### config.mk
export PLATFORM = sky130hd
export DESIGN_NAME = lfsf_sizer
export DESIGN_NICKNAME = d
export VERILOG_FILES = /design/src/sv/lfsf_pkg.sv /design/src/sv/lfsf_sizer.sv
export SDC_FILE = /design/constraint.sdc
export NUM_CORES = 1
export LEC_CHECK = 0
export BUFFER_PORTS_ARGS = -buffer_cell sky130_fd_sc_hd__buf_2
export CORE_MARGIN = 1.5
export CORE_UTILIZATION = 38
export DETAILED_ROUTE_END_ITERATION = 10
export SYNTH_ARGS = -nofsm -noshare
export SYNTH_HDL_FRONTEND = slang
export SYNTH_SLANG_ARGS = --single-unit
### constraint.sdc
create_clock -name clk -period 9.9 [get_ports clk]
set_input_delay 0.495 -clock clk [delete_from_list [all_inputs] [get_ports clk]]
set_output_delay 0.495 -clock clk [all_outputs]
set_load 0.01 [all_outputs]
### src/sv/lfsf_pkg.sv
// ----------------------------------------------------------------------------
// lfsf_pkg
// Shared widths, register indexes and stage control type for the
// largest free square finder.
// ----------------------------------------------------------------------------
package lfsf_pkg;

	localparam int CFG_W           = 11;
	localparam int CFG_IDX_W       = 1;
	localparam int SIZE_W          = 11;
	localparam int POS_W           = 10;
	localparam int MAX_COLUMNS_DEF = 1024;
	localparam int MAX_ROWS_DEF    = 1024;
	localparam logic [CFG_W-1:0] COUNT_RESET = 11'd1024;

	localparam logic [CFG_IDX_W-1:0] CFG_ROW_COUNT    = 1'd0;
	localparam logic [CFG_IDX_W-1:0] CFG_COLUMN_COUNT = 1'd1;

	// per-cell flags carried from acceptance into the size stage
	typedef struct packed {
		logic free;
		logic first_row;
		logic first_col;
		logic row_end;
		logic map_end;
	} cell_ctl_t;

endpackage

### src/sv/lfsf_sizer.sv
// ----------------------------------------------------------------------------
// lfsf_sizer
// Square size of the cell in the size stage, with left and upper-left
// history and write-to-read forwarding for the line buffer.
// ----------------------------------------------------------------------------
module lfsf_sizer (
	input  logic                        clk,
	input  logic                        arst_n,
	input  logic                        accept,
	input  logic                        advance,
	input  logic                        fwd_hit,
	input  lfsf_pkg::cell_ctl_t         ctl,
	input  logic [lfsf_pkg::SIZE_W-1:0] up_raw,
	output logic [lfsf_pkg::SIZE_W-1:0] size
);

	localparam int SW = lfsf_pkg::SIZE_W;

	logic [SW-1:0] left_q;
	logic [SW-1:0] corner_q;
	logic          fwd_q;
	logic [SW-1:0] fwd_data_q;
	logic [SW-1:0] up;
	logic [SW-1:0] min_lc;
	logic [SW-1:0] min_all;

	always_comb begin
		if (ctl.first_row) begin
			up = '0;
		end else if (fwd_q) begin
			up = fwd_data_q;
		end else begin
			up = up_raw;
		end
		min_lc  = (left_q < corner_q) ? left_q : corner_q;
		min_all = (up < min_lc) ? up : min_lc;
		if (!ctl.free) begin
			size = '0;
		end else if (ctl.first_row || ctl.first_col) begin
			size = SW'(1);
		end else begin
			size = min_all + SW'(1);
		end
	end

	always_ff @(posedge clk or negedge arst_n) begin
		if (!arst_n) begin
			left_q   <= '0;
			corner_q <= '0;
			fwd_q    <= 1'b0;
		end else begin
			if (advance) begin
				// clear the history at each row end
				left_q   <= ctl.row_end ? '0 : size;
				corner_q <= ctl.row_end ? '0 : up;
			end
			if (accept) begin
				fwd_q <= fwd_hit;
			end
		end
	end

	// the line buffer read for the next cell misses a write of this cycle
	always_ff @(posedge clk) begin
		if (accept) begin
			fwd_data_q <= size;
		end
	end

endmodule

==> impl_metrics.env <==
export IMPL_synthCells=289
export IMPL_netSwitchingFraction_pct=37.85
export IMPL_total_power_uw=429.8
export IMPL_slew_headroom_pct=35.40
export IMPL_power_frac_comb_pct=37.5
export IMPL_fp_dieH_um=85.76
export IMPL_wire_per_inst_um=17.42
export IMPL_regToRegSetupSlack_ps=4190
export IMPL_wl_met2_um=3302
export IMPL_path_clk_slew_ps=70
export IMPL_synth_cell_area_um2=2602
export IMPL_max_freq_mhz=155.7
export IMPL_synth_most_common_cell="inv_1"
export IMPL_worstPathArrival_ps=5930
export IMPL_antenna_left=0
export IMPL_power_leakage_nw=1.265
export IMPL_slew_viol_final=0
export IMPL_synthesis_nets=331
export IMPL_endpoint_kind="primary output"
export IMPL_drt_iter0_drc=146
export IMPL_synth_top_area_cell="dfrtp_1"
export IMPL_rsz0062_at_grt="no"
export IMPL_setup_tns_ps=0
export IMPL_die_w_um=85.76
export IMPL_cp_max_fo=18
export IMPL_crit_required_ps=9410
export IMPL_grt_usage_pct=19.50
export IMPL_power_density_nw_per_um2=148.8
export IMPL_syn_avg_cell_area_um2=9.005
export IMPL_critical_path_class="reg -> out"
export IMPL_maxCapViolCount=0
export IMPL_drive_above_1_share_pct=19.05
export IMPL_seq_area_frac_synth_pct=34.81
export IMPL_postCtsHoldBufs=0
export IMPL_viasPerCell=5.735
export IMPL_async_flop_share_pct=67.65
export IMPL_grt_pass1_wl_um=11070
export IMPL_ys_warn_count=0
export IMPL_clockPowerShare_pct=25.2
export IMPL_p_switching_uw=162.7
export IMPL_grt_max_degree=24
export IMPL_p_int_uw=267.1
export IMPL_grt_overflow_total=0
export IMPL_finalHoldViolCount=0
export IMPL_cts_resized=0
export IMPL_wl_met1_um=3081
export IMPL_drt_total_wl_um=6827
export IMPL_status="finished, final reports clean"
export IMPL_synth_common_cells="inv_1 (31), dfrtp_1 (23), nor2_1 (23), ha_1 (21), a21oi_1 (19)"
export IMPL_synth_flop_cell="dfrtp_1"
export IMPL_grt_pass1_vias=2242
export IMPL_cts_buffer_depth=2
export IMPL_cts_setup_buffers=0
export IMPL_ir_worst_vdd_uv=59.64
export IMPL_startpoint_type="flop"
export IMPL_core_region_area_um2=6495
export IMPL_r2r_cells=20
export IMPL_firstDrtPassIters=4
export IMPL_num_io_pins=32
export IMPL_ys_ff_latch=34
export IMPL_drc_errors=0
export IMPL_seq_power_share_pct=37.3
export IMPL_clk_latency_ps=290
export IMPL_yosysTopAreaCellShare_pct=22.12
export IMPL_cts_root_buffer="clkbuf_8"
export IMPL_antenna_found_initial=0
export IMPL_via_count=2248
export IMPL_reg2reg_from="left_q[8]"
export IMPL_start_util_pct=40.07
export IMPL_rows=29
export IMPL_cts_sinks=34
export IMPL_fill_cells=646
export IMPL_antenna_cells=0
export IMPL_dieArea_um2=7354
export IMPL_tightest_slew_ps=969.0
export IMPL_cts_buffers=5
export IMPL_cts_tree="done"
export IMPL_skew_ps=6.570
export IMPL_rr_endpoint="fwd_data_q[10]"
export IMPL_finalCriticalPeriod_ps=6421
export IMPL_synthToLayoutAreaGrowth_pct=11.01
export IMPL_dpl_hpwl_um=5306
export IMPL_io_buffer_count=30
export IMPL_place_gp_congestion=0.8625
export IMPL_met3_length_um=333
export IMPL_layout_nets=356
export IMPL_highest_layer="met4"
export IMPL_synth_distinct_cells=51
export IMPL_finalSetupViolations=0
export IMPL_finalCritPeriodShare_pct=64.86
export IMPL_hold_class="in -> async"
export IMPL_htreeDepth=2
export IMPL_ys_top_cells_by_area="dfrtp_1 (22%), edfxtp_1 (13%), ha_1 (10%), mux2i_1 (6.9%), inv_1 (4.5%)"
export IMPL_synth_edf_count=11
[power groups by stage]
stage	clock, mW	combinational, mW	sequential [mW]
after CTS	0.112	0.161	0.160
after global placement	0	0.157	0.163
after detailed placement	0	0.160	0.163
after global routing	0.117	0.178	0.161
after floorplan	0	0.124	0.160
final	0.108	0.161	0.160
[per-layer routing]
metal	track usage [%]	vias to the layer above
met5	0	-
met4	6.305	0
met3	3.176	9
met2	33.14	69
met1	25.35	1073
li1	-	1097
[placed cells by master, fill, tap and decap left out, types with 3 or more instances in the layout]
cell type   n
a21oi_1    19
o22ai_1    13
nor4_1      3
ha_1       21
xnor2_1     3
buf_2      30
xor2_1      7
inv_1      31
a211oi_1    3
o21ai_1     3
nand2_1    18
or2_2       8
mux2i_1    18
dfrtp_1    23
nor2_1     23
o21ai_0    10
clkbuf_8    6
nor3_1      9
edfxtp_1   11
nand4_1     5
o32ai_1     5
nand3_1     9
[worst max-delay path, stage by stage (launching register included)]
cell	delay, ps
dfrtp_1	430
ha_1	340
a211oi_2	190
nor2_1	120
a211oi_4	300
nand2_2	290
a21oi_1	370
ha_1	330
a21oi_1	150
o21ai_0	120
a21oi_1	360
nand2_1	180
a21oi_1	780
nand2_1	100
o21ai_0	120
ha_1	240
inv_1	110
a211oi_4	360
and4_1	260
o21ai_0	70
a21oi_1	230
buf_2	170
[logic make-up after synthesis]
group,Yosys count,synth area share (%)
mux,20,7.932
buf+inv,44,6.586
flops,34,34.81
simple gates,83,15.24
compound gates,77,21.97
xor+xnor,10,3.366
fa+ha+maj,21,10.10
[cell type report]
class / instances / area [um2] / share of cell area, %
Clock buffer: 7 / 86.33 / 2.988
Clock inverter: 1 / 5.005 / 0.1732
Inverter: 32 / 120.1 / 4.158
Multi-Input combinational cell: 211 / 1525 / 52.79
Sequential cell: 34 / 905.9 / 31.36
Tap cell: 77 / 96.34 / 3.335
Timing Repair Buffer: 30 / 150.1 / 5.197
[through the flow]
step	worst slack, ps	util [%]	std cells	area (um2)	hold slack (ps)
6_report	3479	44.48	392	2889	191.6
5_1_grt	2952	44.48	392	2889	216.7
4_1_cts	3552	44.48	392	2889	197.0
3_5_place_dp	3884	43.07	384	2798	506.1
3_3_place_gp	3954	43.07	384	2798	504.7
2_1_floorplan	5086	-	289	2603	199.4
[state kept, by name, indices dropped and copies added, names as in the netlist]
| register | count |
|---|---|
| corner_q | 11 |
| fwd_data_q | 11 |
| left_q | 11 |
| fwd_q | 1 |
[how the worst max path moves through the flow]
stage                            from  endpoint  slack, ps  cells past startpoint
after floorplan             left_q[8]   size[8]       5090                     21
after global placement      left_q[8]   size[8]       3950                     21
after detailed placement    left_q[8]   size[8]       3880                     21
after CTS                   left_q[8]   size[8]       3550                     21
after global routing      corner_q[4]   size[8]       2950                     22
final                       left_q[8]   size[8]       3480                     21
Power figures use the tool's default switching activity.
