--- config.mk ---
export PLATFORM = sky130hd
export DESIGN_NAME = lfsf_tracker
export DESIGN_NICKNAME = d
export VERILOG_FILES = /design/src/sv/lfsf_pkg.sv /design/src/sv/lfsf_tracker.sv
export SDC_FILE = /design/constraint.sdc
export NUM_CORES = 1
export LEC_CHECK = 0
export ABC_AREA = 0
export BUFFER_PORTS_ARGS = -buffer_cell sky130_fd_sc_hd__buf_2
export CAP_MARGIN = 20
export CORE_ASPECT_RATIO = 1.4
export CORE_MARGIN = 5
export CORE_UTILIZATION = 63
export CTS_BUF_LIST = sky130_fd_sc_hd__clkbuf_8
export DETAILED_ROUTE_END_ITERATION = 8
export PLACE_DENSITY_LB_ADDON = 0.05
export SLEW_MARGIN = 30
export SYNTH_ARGS = -nofsm -noshare
export SYNTH_HDL_FRONTEND = slang
export SYNTH_SLANG_ARGS = --single-unit
export TNS_END_PERCENT = 10
--- constraint.sdc ---
create_clock -name clk -period 8.72 [get_ports clk]
set_input_delay 0.872 -clock clk [delete_from_list [all_inputs] [get_ports clk]]
set_output_delay 0.872 -clock clk [all_outputs]
set_load 0.03 [all_outputs]
--- src/sv/lfsf_pkg.sv ---
// ----------------------------------------------------------------------------
// lfsf_pkg
// Shared widths, register indexes and stage control type for the
// largest free square finder.
// ----------------------------------------------------------------------------
package lfsf_pkg;

	localparam int CFG_W           = 11;
	localparam int CFG_IDX_W       = 1;
	localparam int SIZE_W          = 11;
	localparam int POS_W           = 10;
	localparam int MAX_COLUMNS_DEF = 1024;
	localparam int MAX_ROWS_DEF    = 1024;
	localparam logic [CFG_W-1:0] COUNT_RESET = 11'd1024;

	localparam logic [CFG_IDX_W-1:0] CFG_ROW_COUNT    = 1'd0;
	localparam logic [CFG_IDX_W-1:0] CFG_COLUMN_COUNT = 1'd1;

	// per-cell flags carried from acceptance into the size stage
	typedef struct packed {
		logic free;
		logic first_row;
		logic first_col;
		logic row_end;
		logic map_end;
	} cell_ctl_t;

endpackage

--- src/sv/lfsf_tracker.sv ---
// ----------------------------------------------------------------------------
// lfsf_tracker
// Largest size so far and its bottom-right cell; result register holding
// the size and top-left corner at the end of a map.
// ----------------------------------------------------------------------------
module lfsf_tracker #(
	parameter int ROW_W = 10,
	parameter int COL_W = 10
) (
	input  logic                        clk,
	input  logic                        arst_n,
	input  logic                        advance,
	input  logic                        map_end,
	input  logic [lfsf_pkg::SIZE_W-1:0] size,
	input  logic [ROW_W-1:0]            row,
	input  logic [COL_W-1:0]            col,
	input  logic                        out_ready,
	output logic                        out_valid,
	output logic [lfsf_pkg::SIZE_W-1:0] square_size,
	output logic [lfsf_pkg::POS_W-1:0]  top_row,
	output logic [lfsf_pkg::POS_W-1:0]  left_column
);

	localparam int SW  = lfsf_pkg::SIZE_W;
	localparam int PW  = lfsf_pkg::POS_W;
	localparam int RXW = (ROW_W > SW) ? ROW_W : SW;
	localparam int CXW = (COL_W > SW) ? COL_W : SW;

	logic [SW-1:0]    best_size_q;
	logic [ROW_W-1:0] best_row_q;
	logic [COL_W-1:0] best_col_q;
	logic [SW-1:0]    nxt_size;
	logic [ROW_W-1:0] nxt_row;
	logic [COL_W-1:0] nxt_col;
	logic [RXW-1:0]   top_full;
	logic [CXW-1:0]   left_full;

	always_comb begin
		if (size > best_size_q) begin
			nxt_size = size;
			nxt_row  = row;
			nxt_col  = col;
		end else begin
			nxt_size = best_size_q;
			nxt_row  = best_row_q;
			nxt_col  = best_col_q;
		end
		if (nxt_size != '0) begin
			top_full  = RXW'(nxt_row) - (RXW'(nxt_size) - RXW'(1));
			left_full = CXW'(nxt_col) - (CXW'(nxt_size) - CXW'(1));
		end else begin
			top_full  = '0;
			left_full = '0;
		end
	end

	always_ff @(posedge clk or negedge arst_n) begin
		if (!arst_n) begin
			best_size_q <= '0;
			best_row_q  <= '0;
			best_col_q  <= '0;
			out_valid   <= 1'b0;
		end else begin
			if (advance) begin
				if (map_end) begin
					best_size_q <= '0;
					best_row_q  <= '0;
					best_col_q  <= '0;
				end else begin
					best_size_q <= nxt_size;
					best_row_q  <= nxt_row;
					best_col_q  <= nxt_col;
				end
			end
			if (advance && map_end) begin
				out_valid <= 1'b1;
			end else if (out_ready) begin
				out_valid <= 1'b0;
			end
		end
	end

	always_ff @(posedge clk) begin
		if (advance && map_end) begin
			square_size <= nxt_size;
			top_row     <= top_full[PW-1:0];
			left_column <= left_full[PW-1:0];
		end
	end

endmodule

==> results of run 1 <==
==> area by class of cell <==
class	count	area (µm²)
repair buffers	69	350
multi-input cells	303	2150
clock buffers	11	151
flip-flops and latches	63	1730
clock inverters	5	56.3
inverters	44	165
well taps	72	90.1
fillers	471	1610
==> report_power, final <==
group	leakage, µW	internal [µW]	total (µW)	switching (µW)
sequential	0.000714	390	408	18.8
combinational	0.00130	235	596	361
clock	0.0000952	146	264	118
==> flip-flops by register name, summed over array words and instances, names as in the netlist <==
signal / count
best_row_q: 10
square_size: 11
best_col_q: 10
left_column: 10
out_valid: 1
top_row: 10
best_size_q: 11
==> worst max-delay path by stage <==
stage / from / endpoint / slack, ns / depth (start not counted)
global route: size[6] / left_column[8] / 2.77 / 19
finish: size[6] / left_column[8] / 3.15 / 19
global placement: size[6] / left_column[8] / 3.12 / 19
CTS: size[6] / left_column[8] / 3.22 / 19
floorplan: size[10] / left_column[8] / 3.36 / 20
detailed placement: size[6] / left_column[8] / 2.89 / 19
==> layer usage <==
layer / part of all wire / up-vias / wire [µm]
met3: 0.063 / 23 / 620
met5: 0 / - / 0
met1: 0.41 / 1629 / 4030
li1: - / 1635 / -
met4: 0.034 / 0 / 334
met2: 0.50 / 159 / 4920
==> Yosys cell counts, drive strengths merged, types with 7 or more instances <==
master,instances
a21oi,19
a22o,7
clkbuf,10
dfrtp,32
edfxtp,31
ha,26
inv,44
mux2i,16
nand2,34
nand2b,15
nor2,25
nor3,9
o21ai,36
o22ai,11
xnor2,25
==> per-stage QoR <==
step            util  hold WS (ns)  cell area, µm²  cells
2_1_floorplan      -         0.465            4100    424
3_3_place_gp   0.712         0.459            4480    551
3_5_place_dp   0.712         0.468            4480    551
4_1_cts        0.745         0.484            4690    567
5_1_grt        0.745         0.499            4690    567
6_report       0.745         0.478            4690    567
==> critical path, stage by stage <==
cell and delay, ns:
buf_2 0.12, ha_1 0.32, nand4_1 0.22, a211o_1 0.32
o211ai_2 0.17, nand2_1 0.49, a21oi_1 0.62, ha_1 0.32
inv_1 0.09, xnor2_1 0.24, ha_1 0.31, a21o_1 0.23
maj3_1 0.36, nor3_1 0.21, o31ai_1 0.11, a2bb2oi_1 0.23
a221oi_1 0.15, nor3_1 0.20, nor3_1 0.07
==> logic make-up (layout without fill, tap and decap cells) <==
group | after synthesis | in the layout | share of synthesized area
and+or+nand+nor | 119 | 119 | 0.151
AOI/OAI and AO/OA | 104 | 104 | 0.164
DFF | 63 | 63 | 0.423
buffers and inverters | 58 | 129 | 0.0544
adders and majority gates | 31 | 31 | 0.0965
xor gates and xnor gates | 31 | 31 | 0.0663
muxes | 18 | 18 | 0.0446
==> layout by cell type (no fill, tap or decap), types with 7 or more instances in the layout <==
cell type and n:
inv_1 44, a21oi_1 19, xnor2_1 25, clkbuf_8 11, a22o_1 7, nand2_1 34, dfrtp_1 32, buf_2 67
nor3_1 8, ha_1 26, o22ai_1 11, nand2b_1 15, edfxtp_1 31, nor2_1 23, o21ai_0 33, mux2i_1 16
==> run summary, run 1 <==
Outcome - complete, no violations
FF+latch count, synth - 63
Number of global-route vias before repair - 3421
Routing usage on met1 - 0.302
Worst hold path class - reg2reg
R2r startpoint - best_size_q[6]
IO Port Bufs - 67
Post-CTS setup buffers - 0
Initial antenna violation count - 0
Core area - 0.00630 mm²
Top post-synthesis cells by area - edfxtp_1 (23%), dfrtp_1 (20%), ha_1 (7.9%)
Hold Crit Endpoint - out_valid
Register-to-Register Path Depth - 19
Root Driver - clkbuf_8
Area grow syn2layout - 14.5%
Sequential share of the synthesized area - 0.423
Setup TNS - 0 ns
Fin worst setup slack - 3.15 ns
Post-CTS Resized - 0
N_diodes - 0
GPL Wtd Cong - 0.927
I/O pins - 68
Syn nets - 488
Drt first-iter violations - 215
Crit path required time - 8.80 ns
CTS Sinks - 63
Worst slew pin tran - 0.976 ns
Full die area - 0.00824 mm²
Avg Inst Size Synth - 9.66 µm²
P_leak - 0.00211 µW
Yosys top cell area share - 0.227
Crit. End Element - register
# H-tree levels - 3
WL/cell - 17.5 µm
Nets - 554
CP startpoint kind - primary input
Synthesis Warnings - 0
Hold path start - out_valid
Tot GR Track Use - 0.252
Achievable frequency - 180 MHz
Overall power - 1270 µW
Setup Crit Path Kind - in2reg
MaxCap Viol Count - 0
Met3 GRT Util - 0.0427
RR Endpoint - left_column[8]
Vias - 3446
Vias per std cell - 6.08
Post-synth EDFFs - 31
Worst-path maximum fanout - 14
Clock-pin slew on the worst setup and hold paths - 0.08 ns
Final antenna-violating net count - 0
Horiz. Die Dim - 78.1 µm
DR pass1 iterations - 7
Clock Latency Late Sink - 0.35 ns
Most used DFF post-synth - dfrtp_1
Max-slew headroom at the worst pin - 0.349
Skew final - 0.0117 ns
Maximum clock insertion buffer count - 2
Hold Vio Cnt, Final - 0
Met2 Track Usage GR - 0.426
Unrepaired setup endpoints after global routing - false
First-pass GRT wire length - 16.2 mm
Crit path time final - 5.57 ns
Async SR Flop Fraction - 0.508
Cell taking the most area after synthesis - edfxtp_1
Synthesized netlist cell count - 424
CTS Buf Count - 9
Period utilization - 0.638
CTS tree - built
Max Slew Vio Count - 0
Post-CTS Hold Buffers - 0
Distinct cells, synth - 59
Reg2reg setup slack - 3.20 ns
Largest net degree at the start of global routing - 43
PwrDens - 271 mW/mm²
Hold depth - 1
Setup-failing EPs final - 0
Num rows - 34
Initial core utilization - 0.650
Critical Path AT - 5.65 ns
Layout cell share with drive strength beyond 1 - 0.194
Peak supply drop - 125 µV
Residual DRC - 0
Busiest grt layer - met2
Global route overflow - 0
Die Y - 105 µm
Final HPWL DP - 7.30 mm
Total Wirelength - 9.90 mm
Post-Syn Area - 0.00410 mm²
Placement Setup Slack - 2.89 ns
(Power assumes the default switching activity.)
==> run 2, diff against run 1 <==
--- a/config.mk
+++ b/config.mk
@@ -10,7 +10,7 @@
 export CAP_MARGIN = 20
 export CORE_ASPECT_RATIO = 1.4
 export CORE_MARGIN = 5
-export CORE_UTILIZATION = 63
+export CORE_UTILIZATION = 59
 export CTS_BUF_LIST = sky130_fd_sc_hd__clkbuf_8
 export DETAILED_ROUTE_END_ITERATION = 8
 export PLACE_DENSITY_LB_ADDON = 0.05
==> constraint.sdc (replaced) <==
create_clock -name clk -period 5.3 [get_ports clk]
set_input_delay 0.53 -clock clk [delete_from_list [all_inputs] [get_ports clk]]
set_output_delay 0.53 -clock clk [all_outputs]
set_load 0.03 [all_outputs]
==> run 2 against run 1 <==
Flip-flop and latch count unchanged. Clock skew down 0.0015 ns. Register-to-register slack got worse by 2.7 ns. Die area grew 6.0%.
==> run summary, run 2 (synthesis gave the netlist of run 1 again) <==
Clock Latency Late Sink - 0.35 ns (about the same)
# H-tree levels - 3 (unchanged)
Worst-path maximum fanout - 6 (was 14)
Worst hold path class - in2async (was reg2reg)
Die Y - 109 µm (was 105 µm)
Layout cell share with drive strength beyond 1 - 0.206 (was 0.194)
Unrepaired setup endpoints after global routing - false (unchanged)
Residual DRC - 0 (unchanged)
Critical path's most frequent cell - ha_1
Horiz. Die Dim - 80.4 µm (was 78.1 µm)
PwrDens - 437 mW/mm² (was 271 mW/mm²)
Area grow syn2layout - 16.3% (was 14.5%)
Largest regs - best_size_q: 11 flops, square_size: 11 flops (unchanged)
Global route overflow - 0 (unchanged)
Max Slew Vio Count - 0 (unchanged)
Drt first-iter violations - 175 (was 215)
Setup Crit Path Kind - reg2reg (was in2reg)
CP max-delay cell - or3_1 (was a21oi_1)
I/O pins - 68 (unchanged)
Num rows - 36 (was 34)
Register-to-Register Path Depth - 19 (unchanged)
Cell Chain, Critical Path - inv_1 > ha_1 > nand4_1 > or3_1 > nand2_1 > nor2_1 > a21oi_1 > ha_1 > inv_1 > xnor2_1 > ha_1 > a21o_1 > maj3_1 > nor3_1 > o31ai_1 > a2bb2oi_1 > a221oi_1 > o21a_1 > nor3_1 (was buf_2 > ha_1 > nand4_1 > a211o_1 > o211ai_2 > nand2_1 > a21oi_1 > ha_1 > inv_1 > xnor2_1 > ha_1 > a21o_1 > maj3_1 > nor3_1 > o31ai_1 > a2bb2oi_1 > a221oi_1 > nor3_1 > nor3_1)
Finished Layout Cells - 596 (was 567)
Worst slew pin tran - 0.782 ns (was 0.976 ns)
Number of global-route vias before repair - 3361 (was 3421)
Full die area - 0.00873 mm² (was 0.00824 mm²)
Overall power - 2080 µW (was 1270 µW)
Crit path required time - 5.49 ns (was 8.80 ns)
Total Wirelength - 10.0 mm (was 9.90 mm)
Fin Hold WS - 0.248 ns (was 0.478 ns)
Largest net degree at the start of global routing - 33 (was 43)
N_diodes - 0 (unchanged)
Achievable frequency - 206 MHz
Core area - 0.00685 mm² (was 0.00630 mm²)
Vias - 3367 (was 3446)
Critical Path AT - 5.04 ns (was 5.65 ns)
Commonest non-fill, non-tap cells in the layout - buf_2 (67), inv_1 (44), nand2_1 (34) (unchanged)
Peak supply drop - 267 µV (was 125 µV)
R2r startpoint - best_size_q[6] (unchanged)
Final HPWL DP - 7.57 mm (was 7.30 mm)
Commonest non-fill, non-tap cell in the layout - buf_2 (unchanged)
IO Port Bufs - 67 (unchanged)
Max-slew headroom at the worst pin - 0.478 (was 0.349)
Tot GR Track Use - 0.250 (was 0.252)
P_leak - 0.00215 µW (was 0.00211 µW)
Period utilization - 0.914
Vias per std cell - 5.65 (was 6.08)
Crit path from - best_size_q[6] (was size[6])
Post-CTS setup buffers - 0 (unchanged)
RR Endpoint - left_column[8] (unchanged)
Clock-pin slew on the worst setup and hold paths - 0.07 ns (was 0.08 ns)
Setup-failing EPs final - 0 (unchanged)
Maximum clock insertion buffer count - 2 (unchanged)
Setup TNS - 0 ns (unchanged)
Reg2reg setup slack - 0.46 ns (was 3.20 ns)
First-pass GRT wire length - 16.3 mm (was 16.2 mm)
CTS Buf Count - 9 (unchanged)
GPL Wtd Cong - 0.875 (was 0.927)
CP max stage delay - 0.57 ns (was 0.62 ns)
CP startpoint kind - register (was primary input)
Hold Vio Cnt, Final - 0 (unchanged)
Outcome - complete, no violations (unchanged)
Nets - 560 (was 554)
MaxCap Viol Count - 0 (unchanged)
CTS Sinks - 63 (unchanged)
Skew final - 0.0101 ns (was 0.0117 ns)
Crit. End Element - register (unchanged)
CP Capture Point - left_column[8] (unchanged)
Initial antenna violation count - 0 (unchanged)
Crit path time final - 4.84 ns
CTS tree - built (unchanged)
DR pass1 iterations - 5 (was 7)
Root Driver - clkbuf_8 (unchanged)
Final antenna-violating net count - 0 (unchanged)
Initial core utilization - 0.598 (was 0.650)
Inst Count DP - 580 (was 551)
WL/cell - 16.8 µm (was 17.5 µm)
==> run 2: worst min path at each step <==
stage,to,slack [ns],cells past startpoint
after floorplan,best_col_q[0],0.23,0
after global placement,out_valid,0.46,1
after detailed placement,out_valid,0.46,1
after CTS,best_size_q[3],0.27,1
after global routing,best_size_q[3],0.30,1
final,best_size_q[3],0.25,1
==> run 2: final cells by class <==
class,count,area [µm²]
Multi-Input combinational cell,303,2150
Fill cell,578,2090
Sequential cell,63,1730
Timing Repair Buffer,75,395
Inverter,44,165
Clock buffer,10,138
Tap cell,95,119
Clock inverter,6,60.1
==> run 2: worst max-delay path, delay by kind of cell, from the launching register on <==
kind                     cells  cell delay [ns]
XOR/XNOR                     1             0.23
buffers and inverters        2             0.16
AND/OR/NAND/NOR              6             1.39
flip-flops                   1             0.44
adder cells (fa/ha/maj)      4             1.22
AO/OA/AOI/OAI                6             1.22
==> run 2: what timing repair did <==
action	4_1_cts	5_1_grt
hold buffers	0	0
gates resized for setup	0	1
setup endpoints to repair	0	1
==> run 2: metrics by stage <==
stage                     instance area [µm²]  utilization  setup WS (ns)
after floorplan                          4100            -          0.282
after global routing                     4760        0.695        0.00479
after global placement                   4550        0.665          0.465
final                                    4760        0.695          0.455
after CTS                                4750        0.694          0.467
after detailed placement                 4550        0.665          0.366
==> run 2: per-layer routing <==
layer | GRT usage | part of all wire
met3 | 0.0467 | 0.051
met5 | 0 | 0
met2 | 0.431 | 0.51
met4 | 0.126 | 0.032
met1 | 0.293 | 0.41
==> run 2: power by group <==
part	total, µW	internal [µW]	switching (µW)
combinational	989	396	592
sequential	674	641	32.6
clock	416	227	189
==> run 3, diff against run 2 <==
--- a/config.mk
+++ b/config.mk
@@ -5,7 +5,6 @@
 export SDC_FILE = /design/constraint.sdc
 export NUM_CORES = 1
 export LEC_CHECK = 0
-export ABC_AREA = 0
 export BUFFER_PORTS_ARGS = -buffer_cell sky130_fd_sc_hd__buf_2
 export CAP_MARGIN = 20
 export CORE_ASPECT_RATIO = 1.4
==> constraint.sdc (replaced) <==
create_clock -name clk -period 5.3 [get_ports clk]
set_input_delay 0.265 -clock clk [delete_from_list [all_inputs] [get_ports clk]]
set_output_delay 0.265 -clock clk [all_outputs]
set_load 0.03 [all_outputs]
==> run 3 against run 2 <==
The flow now finishes with violations (negative hold slack). Utilization down 0.51 points. Combinational power about the same. Non-clock buffer count unchanged. Final area is 0.74% lower. Register-to-register slack improved by 0.04 ns. Setup slack gained 0.038 ns. Largest cell class unchanged.
==> run summary, run 3 (synthesis gave the netlist of run 1 again) <==
Fill count - 596 (was 578)
Initial core utilization - 0.598 (unchanged)
R2r startpoint - best_size_q[6] (unchanged)
Num rows - 36 (unchanged)
Unrepaired setup endpoints after global routing - false (unchanged)
Horiz. Die Dim - 80.4 µm (unchanged)
Reg area - 0.00173 mm² (unchanged)
Tot GR Track Use - 0.252 (was 0.250)
CP startpoint kind - register (unchanged)
Die Y - 109 µm (unchanged)
Vias per std cell - 5.78 (was 5.65)
# H-tree levels - 3 (unchanged)
Max-slew headroom at the worst pin - 0.474 (was 0.478)
Vias - 3442 (was 3367)
Crit path required time - 5.49 ns (about the same)
Area grow syn2layout - 15.4% (was 16.3%)
Largest regs - best_size_q: 11 flops, square_size: 11 flops (unchanged)
Final HPWL DP - 7.68 mm (was 7.57 mm)
Global route overflow - 0 (unchanged)
Root Driver - clkbuf_8 (unchanged)
Total Wirelength - 10.2 mm (was 10.0 mm)
Worst hold path class - in2async (unchanged)
Achievable frequency - 208 MHz (was 206 MHz)
First-pass GRT wire length - 16.4 mm (was 16.3 mm)
Crit. End Element - register (unchanged)
Crit path time final - 4.81 ns (was 4.84 ns)
Post-CTS setup buffers - 0 (unchanged)
Commonest non-fill, non-tap cell in the layout - buf_2 (unchanged)
Failing checks - negative hold slack
PwrDens - 428 mW/mm² (was 437 mW/mm²)
Nets - 560 (unchanged)
WP buf/inv - 2 (unchanged)
Full die area - 0.00873 mm² (unchanged)
Initial antenna violation count - 0 (unchanged)
CP max-delay cell - dfrtp_1 (was or3_1)
CTS Buf Count - 9 (unchanged)
Setup TNS - 0 ns (unchanged)
Post-CTS Resized - 0 (unchanged)
Maximum clock insertion buffer count - 2 (unchanged)
Area of the multi-input gates - 0.00214 mm² (was 0.00215 mm²)
P_leak - 0.00214 µW (was 0.00215 µW)
Period utilization - 0.907 (was 0.914)
I/O pins - 68 (unchanged)
Commonest non-fill, non-tap cells in the layout - buf_2 (67), inv_1 (48), nand2_1 (34) (was buf_2 (67), inv_1 (44), nand2_1 (34))
Largest net degree at the start of global routing - 43 (was 33)
Core area - 0.00685 mm² (unchanged)
CTS Sinks - 63 (unchanged)
Worst-path maximum fanout - 42 (was 6)
Final Util - 0.690 (was 0.695)
DR pass1 iterations - 5 (unchanged)
N_diodes - 0 (unchanged)
Max Slew Vio Count - 0 (unchanged)
Overall power - 2020 µW (was 2080 µW)
IO Port Bufs - 67 (unchanged)
Cell Chain, Critical Path - inv_1 > ha_1 > nand4_1 > a211o_1 > o211a_2 > nor2_2 > buf_4 > mux2i_1 > xnor2_1 > ha_1 > a21o_1 > maj3_1 > nor3_1 > o31ai_1 > a2bb2oi_1 > a221oi_1 > o21a_1 > nor3_1 (was inv_1 > ha_1 > nand4_1 > or3_1 > nand2_1 > nor2_1 > a21oi_1 > ha_1 > inv_1 > xnor2_1 > ha_1 > a21o_1 > maj3_1 > nor3_1 > o31ai_1 > a2bb2oi_1 > a221oi_1 > o21a_1 > nor3_1)
Worst slew pin tran - 0.788 ns (was 0.782 ns)
Final antenna-violating net count - 0 (unchanged)
Skew final - 0.0120 ns (was 0.0101 ns)
CP max stage delay - 0.43 ns (was 0.57 ns)
Clock Latency Late Sink - 0.35 ns (about the same)
Crit path from - best_size_q[6] (unchanged)
Fin Hold WS - -0.00194 ns (was 0.248 ns)
Clock-pin slew on the worst setup and hold paths - 0.06 ns (was 0.07 ns)
Number of global-route vias before repair - 3449 (was 3361)
MaxCap Viol Count - 0 (unchanged)
GPL Wtd Cong - 0.918 (was 0.875)
Critical Path AT - 5.00 ns (was 5.04 ns)
Post-CTS Hold Buffers - 0 (unchanged)
Drt first-iter violations - 284 (was 175)
Layout cell share with drive strength beyond 1 - 0.196 (was 0.206)
Setup-failing EPs final - 0 (unchanged)
CTS tree - built (unchanged)
Outcome - finished, violations left (was complete, no violations)
Setup Crit Path Kind - reg2reg (unchanged)
Hold Vio Cnt, Final - 4 (was 0)
Residual DRC - 0 (unchanged)
Crit path max-delay family - compound AO/OA/AOI/OAI gates (was simple AND/OR/NAND/NOR gates)
WL/cell - 17.2 µm (was 16.8 µm)
Peak supply drop - 216 µV (was 267 µV)
## run 3: metal layers
metal | wire [µm] | vias up | track usage
met1 | 4080 | 1605 | 0.290
li1 | - | 1649 | -
met3 | 641 | 34 | 0.0508
met4 | 432 | 0 | 0.140
met5 | 0 | - | 0
met2 | 5090 | 154 | 0.431
## run 3: per-stage QoR
step	cells	setup slack (ns)	instance area (µm²)	hold WS, ns
final	596	0.493	4730	-0.00194
after global routing	596	0.0852	4730	0.0387
after CTS	596	0.537	4730	0.0179
after detailed placement	580	0.572	4550	0.396
after global placement	580	0.702	4550	0.385
after floorplan	424	0.369	4100	-0.0306
## run 3: layout make-up
type,instances,share of cell area
Clock inverter,5,0.00424
Inverter,44,0.0349
Timing Repair Buffer,75,0.0837
Tap cell,95,0.0252
Clock buffer,11,0.0320
Multi-Input combinational cell,303,0.454
Sequential cell,63,0.366
## run 3: final timing paths
path	to	slack (ns)	cells after the start
min in group clk	best_col_q[7]	0.16	2
min	best_size_q[5]	-0.002	1
max in group asynchronous	best_col_q[3]	4.80	1
max	left_column[8]	0.49	18
max reg2reg	left_column[8]	0.49	18
min reg2reg	out_valid	0.50	1
## run 3: where the power goes
group          switching, µW  internal [µW]  leakage, µW
registers               31.8            641     0.000714
clock network            173            187     0.000104
logic                    599            392      0.00133
